[src/hw/rtl/cra_pkg.sv]
`timescale 1ns / 1ps
// ----------------------------------------------------------------------------
// cra_pkg
// Shared types and constants for the chunk reassembly receiver.
// ----------------------------------------------------------------------------
package cra_pkg;

    localparam int MAX_CHUNKS_DEF = 256;
    localparam logic [31:0] CHUNK_BYTES = 32'd1024;

    typedef enum logic [1:0] {
        CMD_CHUNK   = 2'd0,
        CMD_DONE    = 2'd1,
        CMD_RESTART = 2'd2,
        CMD_CONSUME = 2'd3
    } command_t;

    typedef enum logic [2:0] {
        ST_IGNORED   = 3'd0,
        ST_NEW       = 3'd1,
        ST_DUP       = 3'd2,
        ST_COMPLETED = 3'd3,
        ST_RESTART   = 3'd4,
        ST_DONE_OK   = 3'd5,
        ST_HANDED    = 3'd6,
        ST_NONE      = 3'd7
    } status_t;

    typedef struct packed {
        command_t    command;
        logic [31:0] transfer_id;
        logic [31:0] chunk_count;
        logic [31:0] chunk_index;
        logic [31:0] total_size;
        logic [15:0] payload_size;
    } cmd_item_t;

    typedef struct packed {
        status_t     status;
        logic        ack_valid;
        logic [31:0] ack_transfer_id;
        logic [7:0]  ack_chunk_index;
        logic        store_payload;
        logic        request_map;
        logic        map_ready;
    } res_item_t;

endpackage

[src/hw/rtl/cra_cmd_if.sv]
`timescale 1ns / 1ps
// ----------------------------------------------------------------------------
// cra_cmd_if
// Command channel: one beat carries one receiver command.
// ----------------------------------------------------------------------------
interface cra_cmd_if;
    logic        valid;
    logic        ready;
    logic [1:0]  command;
    logic [31:0] transfer_id;
    logic [31:0] chunk_count;
    logic [31:0] chunk_index;
    logic [31:0] total_size;
    logic [15:0] payload_size;

    modport source (
        output valid, command, transfer_id, chunk_count, chunk_index,
               total_size, payload_size,
        input  ready
    );

    modport sink (
        input  valid, command, transfer_id, chunk_count, chunk_index,
               total_size, payload_size,
        output ready
    );
endinterface

[src/hw/rtl/cra_res_if.sv]
`timescale 1ns / 1ps
// ----------------------------------------------------------------------------
// cra_res_if
// Result channel: one beat carries the outcome of one command.
// ----------------------------------------------------------------------------
interface cra_res_if;
    logic        valid;
    logic        ready;
    logic [2:0]  status;
    logic        ack_valid;
    logic [31:0] ack_transfer_id;
    logic [7:0]  ack_chunk_index;
    logic        store_payload;
    logic        request_map;
    logic        map_ready;

    modport source (
        output valid, status, ack_valid, ack_transfer_id, ack_chunk_index,
               store_payload, request_map, map_ready,
        input  ready
    );

    modport sink (
        input  valid, status, ack_valid, ack_transfer_id, ack_chunk_index,
               store_payload, request_map, map_ready,
        output ready
    );
endinterface

[src/hw/rtl/chunk_reassembly_ack_receiver_core.sv]
`timescale 1ns / 1ps
// ----------------------------------------------------------------------------
// chunk_reassembly_ack_receiver_core
// Receive side of a chunked transfer with selective acknowledgement.
// ----------------------------------------------------------------------------
// Usage:
// Commands arrive on the cmd channel, one per beat: chunk, done notice,
// restart request or consume. Every command yields exactly one beat on the
// res channel with a status, the acknowledgement fields, the store and
// request flags and the current map-ready flag.
// A command beat is captured in an input register; when it is processed,
// the transfer state and the result register are written together and the
// result is driven on res from the result register. One command per cycle
// is taken while res does not stall: the bitmap lookup, the byte-sum add and
// the completion compare all fit between the input and result registers.
// When res stalls, the result register holds; one more command waits in the
// input register and cmd ready drops only when both are full.
// Reset clears the transfer state, including the whole chunk bitmap, at
// once, so the block takes commands as soon as reset is released.
// ----------------------------------------------------------------------------
module chunk_reassembly_ack_receiver_core #(
    parameter int MAX_CHUNKS = cra_pkg::MAX_CHUNKS_DEF
) (
    input  logic          clk,
    input  logic          rst_n,
    cra_cmd_if.sink       cmd,
    cra_res_if.source     res
);

    logic               s1_valid_reg, s1_valid_next;
    cra_pkg::cmd_item_t s1_item_reg;
    logic               out_valid_reg, out_valid_next;
    cra_pkg::res_item_t out_item_reg;
    cra_pkg::res_item_t core_result;
    logic               advance;
    logic               accept;

    assign advance   = s1_valid_reg && (!out_valid_reg || res.ready);
    assign cmd.ready = !s1_valid_reg || advance;
    assign accept    = cmd.valid && cmd.ready;

    always_comb
    begin
        s1_valid_next  = accept ? 1'b1 : (advance ? 1'b0 : s1_valid_reg);
        out_valid_next = advance ? 1'b1 : (res.ready ? 1'b0 : out_valid_reg);
    end

    always_ff @(posedge clk or negedge rst_n)
    begin
        if (!rst_n)
        begin
            s1_valid_reg  <= 1'b0;
            out_valid_reg <= 1'b0;
        end
        else
        begin
            s1_valid_reg  <= s1_valid_next;
            out_valid_reg <= out_valid_next;
        end
    end

    always_ff @(posedge clk)
    begin
        if (accept)
        begin
            s1_item_reg.command      <= cra_pkg::command_t'(cmd.command);
            s1_item_reg.transfer_id  <= cmd.transfer_id;
            s1_item_reg.chunk_count  <= cmd.chunk_count;
            s1_item_reg.chunk_index  <= cmd.chunk_index;
            s1_item_reg.total_size   <= cmd.total_size;
            s1_item_reg.payload_size <= cmd.payload_size;
        end
        if (advance)
        begin
            out_item_reg <= core_result;
        end
    end

    cra_core #(
        .MAX_CHUNKS (MAX_CHUNKS)
    ) u_core (
        .clk    (clk),
        .rst_n  (rst_n),
        .step   (advance),
        .item   (s1_item_reg),
        .result (core_result)
    );

    assign res.valid           = out_valid_reg;
    assign res.status          = out_item_reg.status;
    assign res.ack_valid       = out_item_reg.ack_valid;
    assign res.ack_transfer_id = out_item_reg.ack_transfer_id;
    assign res.ack_chunk_index = out_item_reg.ack_chunk_index;
    assign res.store_payload   = out_item_reg.store_payload;
    assign res.request_map     = out_item_reg.request_map;
    assign res.map_ready       = out_item_reg.map_ready;

    // Back pressure reaches cmd only when both registers are occupied.
    a_ready_low_only_full: assert property (@(posedge clk) disable iff (!rst_n)
        !cmd.ready |-> s1_valid_reg && out_valid_reg && !res.ready)
        else $error("cmd stalled with room available");

    // A processed command always lands in the result register.
    a_advance_fills_out: assert property (@(posedge clk) disable iff (!rst_n)
        advance |=> out_valid_reg)
        else $error("processed command lost");

    // A store request only comes with an acknowledgement of a new chunk.
    a_store_is_new: assert property (@(posedge clk) disable iff (!rst_n)
        out_valid_reg && out_item_reg.store_payload |->
            out_item_reg.ack_valid &&
            (out_item_reg.status == cra_pkg::ST_NEW ||
             out_item_reg.status == cra_pkg::ST_COMPLETED))
        else $error("store flagged without a new chunk");

endmodule

[src/hw/rtl/cra_core.sv]
`timescale 1ns / 1ps
// ----------------------------------------------------------------------------
// cra_core
// Transfer state and the combinational update that one command applies to it.
// ----------------------------------------------------------------------------
module cra_core #(
    parameter int MAX_CHUNKS = cra_pkg::MAX_CHUNKS_DEF
) (
    input  logic                 clk,
    input  logic                 rst_n,
    input  logic                 step,
    input  cra_pkg::cmd_item_t   item,
    output cra_pkg::res_item_t   result
);

    localparam int CW = $clog2(MAX_CHUNKS + 1);
    localparam int IW = (MAX_CHUNKS > 1) ? $clog2(MAX_CHUNKS) : 1;
    localparam logic [31:0] MAX_W = 32'(MAX_CHUNKS);

    logic [31:0]           cur_reg,   cur_next;
    logic [CW-1:0]         count_reg, count_next;
    logic [31:0]           total_reg, total_next;
    logic [MAX_CHUNKS-1:0] bits_reg,  bits_next;
    logic [CW-1:0]         tally_reg, tally_next;
    logic [31:0]           sum_reg,   sum_next;
    logic                  complete_reg, complete_next;
    logic                  ready_reg,    ready_next;

    logic          chunk_ok;
    logic          adopt;
    logic [CW-1:0] eff_count;
    logic [31:0]   eff_total;
    logic [CW-1:0] eff_tally;
    logic [31:0]   eff_sum;
    logic          eff_bit;
    logic [CW-1:0] tally_inc;
    logic [31:0]   sum_inc;
    logic [IW-1:0] slot;

    assign slot = item.chunk_index[IW-1:0];

    assign chunk_ok = (item.chunk_count != 32'd0) && (item.chunk_count <= MAX_W)
                   && (item.chunk_index < item.chunk_count)
                   && ({16'd0, item.payload_size} <= cra_pkg::CHUNK_BYTES);

    // With no transfer open, a chunk starts one from a clean slate.
    assign adopt     = (cur_reg == 32'd0);
    assign eff_count = adopt ? item.chunk_count[CW-1:0] : count_reg;
    assign eff_total = adopt ? item.total_size : total_reg;
    assign eff_tally = adopt ? '0 : tally_reg;
    assign eff_sum   = adopt ? 32'd0 : sum_reg;
    assign eff_bit   = adopt ? 1'b0 : bits_reg[slot];
    assign tally_inc = eff_tally + 1'b1;
    assign sum_inc   = eff_sum + {16'd0, item.payload_size};

    always_comb
    begin
        cur_next      = cur_reg;
        count_next    = count_reg;
        total_next    = total_reg;
        bits_next     = bits_reg;
        tally_next    = tally_reg;
        sum_next      = sum_reg;
        complete_next = complete_reg;
        ready_next    = ready_reg;

        result.status          = cra_pkg::ST_IGNORED;
        result.ack_valid       = 1'b0;
        result.store_payload   = 1'b0;
        result.request_map     = 1'b0;

        case (item.command)
            cra_pkg::CMD_CHUNK:
            begin
                if (chunk_ok)
                begin
                    if (complete_reg && item.transfer_id == cur_reg)
                    begin
                        result.ack_valid = 1'b1;
                        result.status    = cra_pkg::ST_DUP;
                    end
                    else if (adopt || item.transfer_id == cur_reg)
                    begin
                        if (adopt)
                        begin
                            cur_next      = item.transfer_id;
                            count_next    = item.chunk_count[CW-1:0];
                            total_next    = item.total_size;
                            bits_next     = '0;
                            tally_next    = '0;
                            sum_next      = 32'd0;
                            complete_next = 1'b0;
                            ready_next    = 1'b0;
                        end
                        if (item.chunk_count == 32'(eff_count)
                            && item.total_size == eff_total)
                        begin
                            result.ack_valid = 1'b1;
                            if (eff_bit)
                            begin
                                result.status = cra_pkg::ST_DUP;
                            end
                            else
                            begin
                                bits_next[slot]      = 1'b1;
                                tally_next           = tally_inc;
                                sum_next             = sum_inc;
                                result.store_payload = 1'b1;
                                if (tally_inc == eff_count && sum_inc == eff_total)
                                begin
                                    complete_next = 1'b1;
                                    ready_next    = 1'b1;
                                    result.status = cra_pkg::ST_COMPLETED;
                                end
                                else
                                begin
                                    result.status = cra_pkg::ST_NEW;
                                end
                            end
                        end
                    end
                end
            end
            cra_pkg::CMD_DONE:
            begin
                if (item.transfer_id == cur_reg)
                begin
                    if (!complete_reg || item.total_size != total_reg)
                    begin
                        cur_next           = 32'd0;
                        count_next         = '0;
                        total_next         = 32'd0;
                        bits_next          = '0;
                        tally_next         = '0;
                        sum_next           = 32'd0;
                        complete_next      = 1'b0;
                        ready_next         = 1'b0;
                        result.request_map = 1'b1;
                        result.status      = cra_pkg::ST_RESTART;
                    end
                    else
                    begin
                        result.status = cra_pkg::ST_DONE_OK;
                    end
                end
            end
            cra_pkg::CMD_RESTART:
            begin
                cur_next           = 32'd0;
                count_next         = '0;
                total_next         = 32'd0;
                bits_next          = '0;
                tally_next         = '0;
                sum_next           = 32'd0;
                complete_next      = 1'b0;
                ready_next         = 1'b0;
                result.request_map = 1'b1;
                result.status      = cra_pkg::ST_RESTART;
            end
            cra_pkg::CMD_CONSUME:
            begin
                if (ready_reg)
                begin
                    ready_next    = 1'b0;
                    result.status = cra_pkg::ST_HANDED;
                end
                else
                begin
                    result.status = cra_pkg::ST_NONE;
                end
            end
            default:
            begin
                result.status = cra_pkg::ST_IGNORED;
            end
        endcase

        result.ack_transfer_id = result.ack_valid ? item.transfer_id : 32'd0;
        result.ack_chunk_index = result.ack_valid ? item.chunk_index[7:0] : 8'd0;
        result.map_ready       = ready_next;
    end

    always_ff @(posedge clk or negedge rst_n)
    begin
        if (!rst_n)
        begin
            cur_reg      <= 32'd0;
            count_reg    <= '0;
            total_reg    <= 32'd0;
            bits_reg     <= '0;
            tally_reg    <= '0;
            sum_reg      <= 32'd0;
            complete_reg <= 1'b0;
            ready_reg    <= 1'b0;
        end
        else if (step)
        begin
            cur_reg      <= cur_next;
            count_reg    <= count_next;
            total_reg    <= total_next;
            bits_reg     <= bits_next;
            tally_reg    <= tally_next;
            sum_reg      <= sum_next;
            complete_reg <= complete_next;
            ready_reg    <= ready_next;
        end
    end

    // The ready flag is only ever raised together with completion.
    a_ready_needs_complete: assert property (@(posedge clk) disable iff (!rst_n)
        ready_reg |-> complete_reg)
        else $error("ready flag set on an incomplete transfer");

    // The tally always counts the bits set in the bitmap.
    a_tally_matches_bits: assert property (@(posedge clk) disable iff (!rst_n)
        $countones(bits_reg) == int'(tally_reg))
        else $error("tally and bitmap disagree");

    // A stored chunk moves the tally up by one.
    a_store_bumps_tally: assert property (@(posedge clk) disable iff (!rst_n)
        step && result.store_payload |=> tally_reg == $past(tally_inc))
        else $error("store without tally update");

endmodule

[src/flat_wrapper.sv]
// flat-port wrapper written by rule: the top's interface ports become plain ports
module chunk_reassembly_ack_receiver_core_flat 
#(
    parameter int MAX_CHUNKS = cra_pkg::MAX_CHUNKS_DEF
)
  (clk, rst_n, cmd_valid, cmd_command, cmd_transfer_id, cmd_chunk_count, cmd_chunk_index, cmd_total_size, cmd_payload_size, cmd_ready, res_valid, res_status, res_ack_valid, res_ack_transfer_id, res_ack_chunk_index, res_store_payload, res_request_map, res_map_ready, res_ready);
  cra_cmd_if cmd_i ();
  cra_res_if res_i ();
  input  logic clk;
  input  logic rst_n;
  input wire logic [$bits(cmd_i.valid)-1:0] cmd_valid;
  input wire logic [$bits(cmd_i.command)-1:0] cmd_command;
  input wire logic [$bits(cmd_i.transfer_id)-1:0] cmd_transfer_id;
  input wire logic [$bits(cmd_i.chunk_count)-1:0] cmd_chunk_count;
  input wire logic [$bits(cmd_i.chunk_index)-1:0] cmd_chunk_index;
  input wire logic [$bits(cmd_i.total_size)-1:0] cmd_total_size;
  input wire logic [$bits(cmd_i.payload_size)-1:0] cmd_payload_size;
  output wire logic [$bits(cmd_i.ready)-1:0] cmd_ready;
  output wire logic [$bits(res_i.valid)-1:0] res_valid;
  output wire logic [$bits(res_i.status)-1:0] res_status;
  output wire logic [$bits(res_i.ack_valid)-1:0] res_ack_valid;
  output wire logic [$bits(res_i.ack_transfer_id)-1:0] res_ack_transfer_id;
  output wire logic [$bits(res_i.ack_chunk_index)-1:0] res_ack_chunk_index;
  output wire logic [$bits(res_i.store_payload)-1:0] res_store_payload;
  output wire logic [$bits(res_i.request_map)-1:0] res_request_map;
  output wire logic [$bits(res_i.map_ready)-1:0] res_map_ready;
  input wire logic [$bits(res_i.ready)-1:0] res_ready;
  assign cmd_i.valid = cmd_valid;
  assign cmd_i.command = cmd_command;
  assign cmd_i.transfer_id = cmd_transfer_id;
  assign cmd_i.chunk_count = cmd_chunk_count;
  assign cmd_i.chunk_index = cmd_chunk_index;
  assign cmd_i.total_size = cmd_total_size;
  assign cmd_i.payload_size = cmd_payload_size;
  assign cmd_ready = cmd_i.ready;
  assign res_valid = res_i.valid;
  assign res_status = res_i.status;
  assign res_ack_valid = res_i.ack_valid;
  assign res_ack_transfer_id = res_i.ack_transfer_id;
  assign res_ack_chunk_index = res_i.ack_chunk_index;
  assign res_store_payload = res_i.store_payload;
  assign res_request_map = res_i.request_map;
  assign res_map_ready = res_i.map_ready;
  assign res_i.ready = res_ready;
  chunk_reassembly_ack_receiver_core #(.MAX_CHUNKS(MAX_CHUNKS)) u_core (.clk(clk), .rst_n(rst_n), .cmd(cmd_i), .res(res_i));
endmodule
[config.mk]
export PLATFORM = sky130hd
export DESIGN_NAME = chunk_reassembly_ack_receiver_core_flat
export DESIGN_NICKNAME = d
export VERILOG_FILES = /design/src/hw/rtl/cra_pkg.sv /design/src/hw/rtl/cra_cmd_if.sv /design/src/hw/rtl/cra_res_if.sv /design/src/hw/rtl/chunk_reassembly_ack_receiver_core.sv /design/src/hw/rtl/cra_core.sv /design/src/flat_wrapper.sv
export SDC_FILE = /design/constraint.sdc
export NUM_CORES = 1
export LEC_CHECK = 0
export BUFFER_PORTS_ARGS = -buffer_cell sky130_fd_sc_hd__buf_2
export CORE_UTILIZATION = 39
export DETAILED_ROUTE_END_ITERATION = 7
export SYNTH_ARGS = -nofsm -noshare
export SYNTH_HDL_FRONTEND = slang
export SYNTH_SLANG_ARGS = --single-unit
[constraint.sdc]
create_clock -name clk -period 16.9 [get_ports clk]
set_input_delay 5.07 -clock clk [delete_from_list [all_inputs] [get_ports clk]]
set_output_delay 5.07 -clock clk [all_outputs]
set_load 0.02 [all_outputs]
==> impl_metrics.env, run 1 <==
export IMPL_status="finished clean"
export IMPL_path_max_fanout=3
export IMPL_syn_nets=2704
export IMPL_grt_max_degree=198
export IMPL_synth_edf_count=193
export IMPL_finalSetupTns_ps=0
export IMPL_critPathKind="input port to output port"
export IMPL_critical_path_buf_inv_count=2
export IMPL_hold_depth=2
export IMPL_ioPinCount=199
export IMPL_clock_skew_ps=59.1
export IMPL_grt_pass1_wl_um=127000
export IMPL_slew_headroom_pct=8.20
export IMPL_vias=21300
export IMPL_cts_root_buffer="clkbuf_16"
export IMPL_synth_ff_type="dfrtp_1"
export IMPL_rows=98
export IMPL_r2r_slack_ps=10530
export IMPL_syn_inst=2509
export IMPL_ctsHoldBuffers=0
export IMPL_drive_gt1_share_pct=17.6
export IMPL_final_max_slew_viol_count=0
export IMPL_cts_setup_buffers=0
export IMPL_yosysTopAreaCellShare_pct=32.7
export IMPL_async_flop_share_pct=66.0
export IMPL_final_period_utilization_pct=62.9
export IMPL_rsz0062_at_grt="false"
export IMPL_arrival_ps=5560
export IMPL_dieHeight_um=273
export IMPL_fmax_ghz=0.0941
export IMPL_synth_area_leaders="dfrtp_1 33%, edfxtp_1 20%, a22o_1 7.0%, mux4_2 6.1%, o21ai_0 3.1%"
export IMPL_crit_family="buffers and inverters"
export IMPL_startpoint_type="input port"
export IMPL_final_cell_mix="374 x dfrtp_1, 228 x a22o_1, 220 x nand2_1"
export IMPL_timing_rr_start="u_core.s1_item_reg[3]$_DFFE_PP_"
export IMPL_whs_ps=479
export IMPL_crit_path_cell_trace="buf_2 -> nand3b_1 -> buf_2"
export IMPL_min_period_ps=10630
export IMPL_cap_violations=0
export IMPL_layout_commonest_cell="dfrtp_1"
export IMPL_synthesis_area_mm2=0.0286
export IMPL_min_delay_worst_endpoint="u_core.u_core.bits_reg[167]$_DFFE_PN0P_"
export IMPL_regToRegEndpoint="u_core.u_core.bits_reg[137]$_DFFE_PN0P_"
export IMPL_yosysSeqAreaShare_pct=53.0
export IMPL_wl_per_cell_um=22.7
export IMPL_cts_buffer_depth=3
export IMPL_start_util_pct=39.7
export IMPL_clock_latency_ps=660
export IMPL_fin_util_pct=44.7
export IMPL_synth_area_per_cell_um2=11.4
export IMPL_worst_hold_path_type="register to register"
export IMPL_core_mm2=0.0721
export IMPL_drc=0
export IMPL_path_common_cell="buf_2"
export IMPL_drt_pre_antenna_iters=7
export IMPL_clock_sinks=567
export IMPL_max_stage_delay_ps=190
export IMPL_cts_tree="yes"
export IMPL_wl_um=82000
export IMPL_setup_viol=0
export IMPL_drtIter0Drc=2147
export IMPL_power_w=0.00327
export IMPL_place_worst_setup_slack_ps=6270
export IMPL_die_w_um=273
export IMPL_min_from="u_core.u_core.bits_reg[167]$_DFFE_PN0P_"
export IMPL_vias_per_cell=5.89
export IMPL_r2r_cells=11
export IMPL_end_kind="output port"
export IMPL_dieArea_mm2=0.0745
export IMPL_ir_worst_vdd_uv=82.9
export IMPL_setup_slack_ps=6270
export IMPL_gp_congestion=0.913
export IMPL_final_antenna_net_count=0
export IMPL_track_usage_pct=21.8
export IMPL_syn_to_final_growth_pct=12.6
export IMPL_synth_seq_cells=567
export IMPL_powerDensity_mw_per_mm2=102
export IMPL_hold_violations=0
export IMPL_tightestPinTransition_ps=1370
export IMPL_overflow=0
export IMPL_first_global_vias=21300
export IMPL_path_clk_slew_ps=60
export IMPL_yosysWarnings=0
export IMPL_h_tree_depth=2
export IMPL_cts_buffers=60
export IMPL_p_leak_nw=13.7
export IMPL_antenna_found_initial=2
export IMPL_yosysTopAreaCell="dfrtp_1"
export IMPL_portBuffers=198
export IMPL_synth_cell_types=88
export IMPL_fin_nets=2804
export IMPL_largest_register_ffs=256
export IMPL_place_hpwl_um=55000
export IMPL_cpMaxStageDelayCell="nand3b_1"
export IMPL_ctsResizeCount=0
export IMPL_cp_data_required_time_ps=11830
==> through the flow <==
stage / instance area (um^2) / instances
after global placement: 30300 / 3497
after detailed placement: 30300 / 3497
after CTS: 32200 / 3610
after global routing: 32200 / 3611
final: 32200 / 3611
after floorplan: 28600 / 2509
==> kinds of logic after synthesis <==
kind of cell    after synthesis  synth area share (%)
compound gates              692                  17.2
xor+xnor                    152                  4.70
fa+ha+maj                    49                  2.13
buf+inv                     242                  3.53
flops                       567                  53.0
mux                         105                  7.13
simple gates                702                  12.4
==> worst reg2reg max path, delay by kind of cell, from the launching register on <==
kind               cells  cell delay [ps]
AOI/OAI and AO/OA      5             2690
DFF                    1              560
and+or+nand+nor        6             3040
==> how the worst max path moves through the flow <==
stage                     startpoint        end  slack (ps)  depth (start not counted)
after CTS                  res_ready  cmd_ready        6270                          3
after detailed placement   res_ready  cmd_ready        6270                          3
final                      res_ready  cmd_ready        6270                          3
after floorplan            res_ready  cmd_ready        6480                          1
after global routing       res_ready  cmd_ready        6250                          3
after global placement     res_ready  cmd_ready        6280                          3
==> cell type report <==
class | count | area (um^2)
diodes | 1 | 2.50
clock buffers | 84 | 1660
clock inverters | 29 | 289
fillers | 6641 | 39900
inverters | 48 | 180
multi-input cells | 1700 | 12500
flip-flops and latches | 567 | 15200
well taps | 950 | 1190
repair buffers | 232 | 1270
==> where the power goes <==
part | total [W] | leakage (nW) | switching, W | internal (W)
registers | 0.00159 | 6.89 | 0.0000849 | 0.00150
logic | 0.000391 | 5.82 | 0.000242 | 0.000149
clock network | 0.00130 | 0.954 | 0.000561 | 0.000735
total | 0.00327 | 13.7 | 0.000888 | 0.00239
==> per-layer routing <==
metal  wire, um  global-route usage (%)
met1      35000                    29.5
met2      39200                    35.4
met3       5480                    4.03
met4       2420                    7.17
met5          0                       0
==> synthesized netlist by cell type (all sizes together) (47+ instances only) <==
cell type	number
o21ai	196
nand2b	56
nor2	131
inv	47
a21oi	64
mux4	78
and3	49
xor2	94
nor3	48
a22o	228
dfrtp	374
clkbuf	135
edfxtp	193
buf	59
xnor2	57
nand2	220
No activity file was read; power rests on OpenSTA's default activity.
==> run 2, diff against run 1 <==
==> constraint.sdc (replaced) <==
create_clock -name clk -period 8.8 [get_ports clk]
set_input_delay 2.64 -clock clk [delete_from_list [all_inputs] [get_ports clk]]
set_output_delay 2.64 -clock clk [all_outputs]
set_load 0.02 [all_outputs]
==> run 2 against run 1 <==
Cell area rose by 0.73%. Register-to-register slack worse by 7800 ps. First-iteration DRC count fell by 5.9%. Sequential power is 92% higher. Final cell count increased by 0.33%. Worst hold slack lost 5.4 ps. Wire length grew 0.60%.
==> impl_metrics.env, run 2 (synthesis results as in run 1) <==
export IMPL_setup_slack_ps=2700
export IMPL_p_leak_nw=13.8
export IMPL_dieArea_mm2=0.0745
export IMPL_place_hpwl_um=56100
export IMPL_arrival_ps=6540
export IMPL_fmax_ghz=0.164
export IMPL_grt_max_degree=202
export IMPL_vias=21400
export IMPL_gr_usage_met3_pct=3.71
export IMPL_h_tree_depth=3
export IMPL_path_clk_slew_ps=60
export IMPL_ir_worst_vdd_uv=152
export IMPL_drc=0
export IMPL_cts_buffers=67
export IMPL_dieHeight_um=273
export IMPL_setup_viol=0
export IMPL_powerDensity_mw_per_mm2=201
export IMPL_antenna_found_initial=3
export IMPL_cap_violations=0
export IMPL_ctsHoldBuffers=0
export IMPL_cts_buffer_depth=3
export IMPL_startpoint_type="register"
export IMPL_tightestPinTransition_ps=1440
export IMPL_end_kind="register"
export IMPL_ctsResizeCount=0
export IMPL_place_worst_setup_slack_ps=2830
export IMPL_fin_nets=2812
export IMPL_final_period_utilization_pct=69.3
export IMPL_min_period_ps=6100
export IMPL_gp_congestion=0.934
export IMPL_final_max_slew_viol_count=0
export IMPL_cts_tree="yes"
export IMPL_final_antenna_net_count=0
export IMPL_wl_um=82500
export IMPL_grt_pass1_wl_um=129000
export IMPL_vias_per_cell=5.89
export IMPL_track_usage_pct=22.2
export IMPL_use_met2_pct=35.3
export IMPL_grtUsageMet1_pct=30.8
export IMPL_layout_commonest_cell="dfrtp_1"
export IMPL_first_global_vias=21300
export IMPL_critPathKind="register to register"
export IMPL_hold_violations=0
export IMPL_slew_headroom_pct=3.17
export IMPL_final_cell_mix="374 x dfrtp_1, 228 x a22o_1, 220 x nand2_1"
export IMPL_die_w_um=273
export IMPL_portBuffers=198
export IMPL_finalSetupTns_ps=0
export IMPL_drtIter0Drc=2020
export IMPL_core_mm2=0.0721
export IMPL_drive_gt1_share_pct=17.6
export IMPL_worst_hold_path_type="register to register"
export IMPL_status="finished clean"
export IMPL_start_util_pct=39.7
export IMPL_cts_root_buffer="clkbuf_16"
export IMPL_grt_busiest_layer="met2"
export IMPL_cts_setup_buffers=0
export IMPL_clock_sinks=567
export IMPL_rows=98
export IMPL_cp_data_required_time_ps=9240
export IMPL_overflow=0
export IMPL_clock_skew_ps=29.3
export IMPL_ioPinCount=199
export IMPL_path_max_fanout=26
export IMPL_rsz0062_at_grt="false"
export IMPL_syn_to_final_growth_pct=13.5
export IMPL_clock_latency_ps=610
export IMPL_wl_per_cell_um=22.8
export IMPL_drt_pre_antenna_iters=6
export IMPL_largest_register_ffs=256
-- run 2: routing by layer --
layer,vias up,share of wire (%)
met3,126,6.8
met5,-,0
met4,0,2.7
met1,10800,43
li1,9615,-
met2,778,48
-- run 2: path summary, 6_finish.rpt --
path	depth (start not counted)	slack, ps	startpoint	end
max	18	2700	u_core.u_core.cur_reg[7]$_DFFE_PN0P_	u_core.res.map_ready$_DFFE_PP_
min	2	470	u_core.u_core.bits_reg[171]$_DFFE_PN0P_	u_core.u_core.bits_reg[171]$_DFFE_PN0P_
max reg2reg	18	2700	u_core.u_core.cur_reg[7]$_DFFE_PN0P_	u_core.res.map_ready$_DFFE_PP_
min reg2reg	2	470	u_core.u_core.bits_reg[171]$_DFFE_PN0P_	u_core.u_core.bits_reg[171]$_DFFE_PN0P_
max in group asynchronous	2	5160	rst_n	u_core.u_core.bits_reg[179]$_DFFE_PN0P_
min in group asynchronous	1	2080	rst_n	u_core.u_core.bits_reg[69]$_DFFE_PN0P_
-- run 2: report_power, final --
| group | internal [W] | switching (W) |
|---|---|---|
| Sequential | 0.00288 | 0.000166 |
| Combinational | 0.000288 | 0.000465 |
| Clock | 0.00159 | 0.00113 |
| Total | 0.00476 | 0.00176 |
-- run 2: worst max-delay path, stage by stage (launching register included) --
cell and delay [ps]:
dfrtp_1 400, or4_1 550, nor2_2 270, nand4_4 400
and2_1 330, ha_1 200, fa_1 490, a21o_1 210
a221oi_1 270, nor3_1 90, mux2i_1 340, a221o_1 260
a22o_1 510, nor3_1 150, xnor2_1 150, o311ai_0 250
nor4_2 330, o2111ai_1 410, o21bai_1 310
-- run 2: cell type report --
| cell class | count | area [um^2] |
|---|---|---|
| Multi-Input combinational cell | 1700 | 12500 |
| Sequential cell | 567 | 15200 |
| Clock inverter | 19 | 198 |
| Timing Repair Buffer | 233 | 1310 |
| Fill cell | 6612 | 39600 |
| Antenna cell | 3 | 7.51 |
| Tap cell | 950 | 1190 |
| Inverter | 48 | 180 |
| Clock buffer | 103 | 1940 |
-- run 2: metrics by stage --
| stage | cell area [um^2] | std cells | power, W | hold WS (ps) | util, % |
|---|---|---|---|---|---|
| global route | 32500 | 3623 | 0.00680 | 503 | 45.0 |
| finish | 32500 | 3623 | 0.00653 | 474 | 45.0 |
| global placement | 30300 | 3498 | 0.00383 | 456 | 42.1 |
| floorplan | 28600 | 2509 | 0.00356 | 442 | - |
| detailed placement | 30300 | 3498 | 0.00385 | 466 | 42.1 |
| CTS | 32500 | 3620 | 0.00659 | 479 | 45.0 |
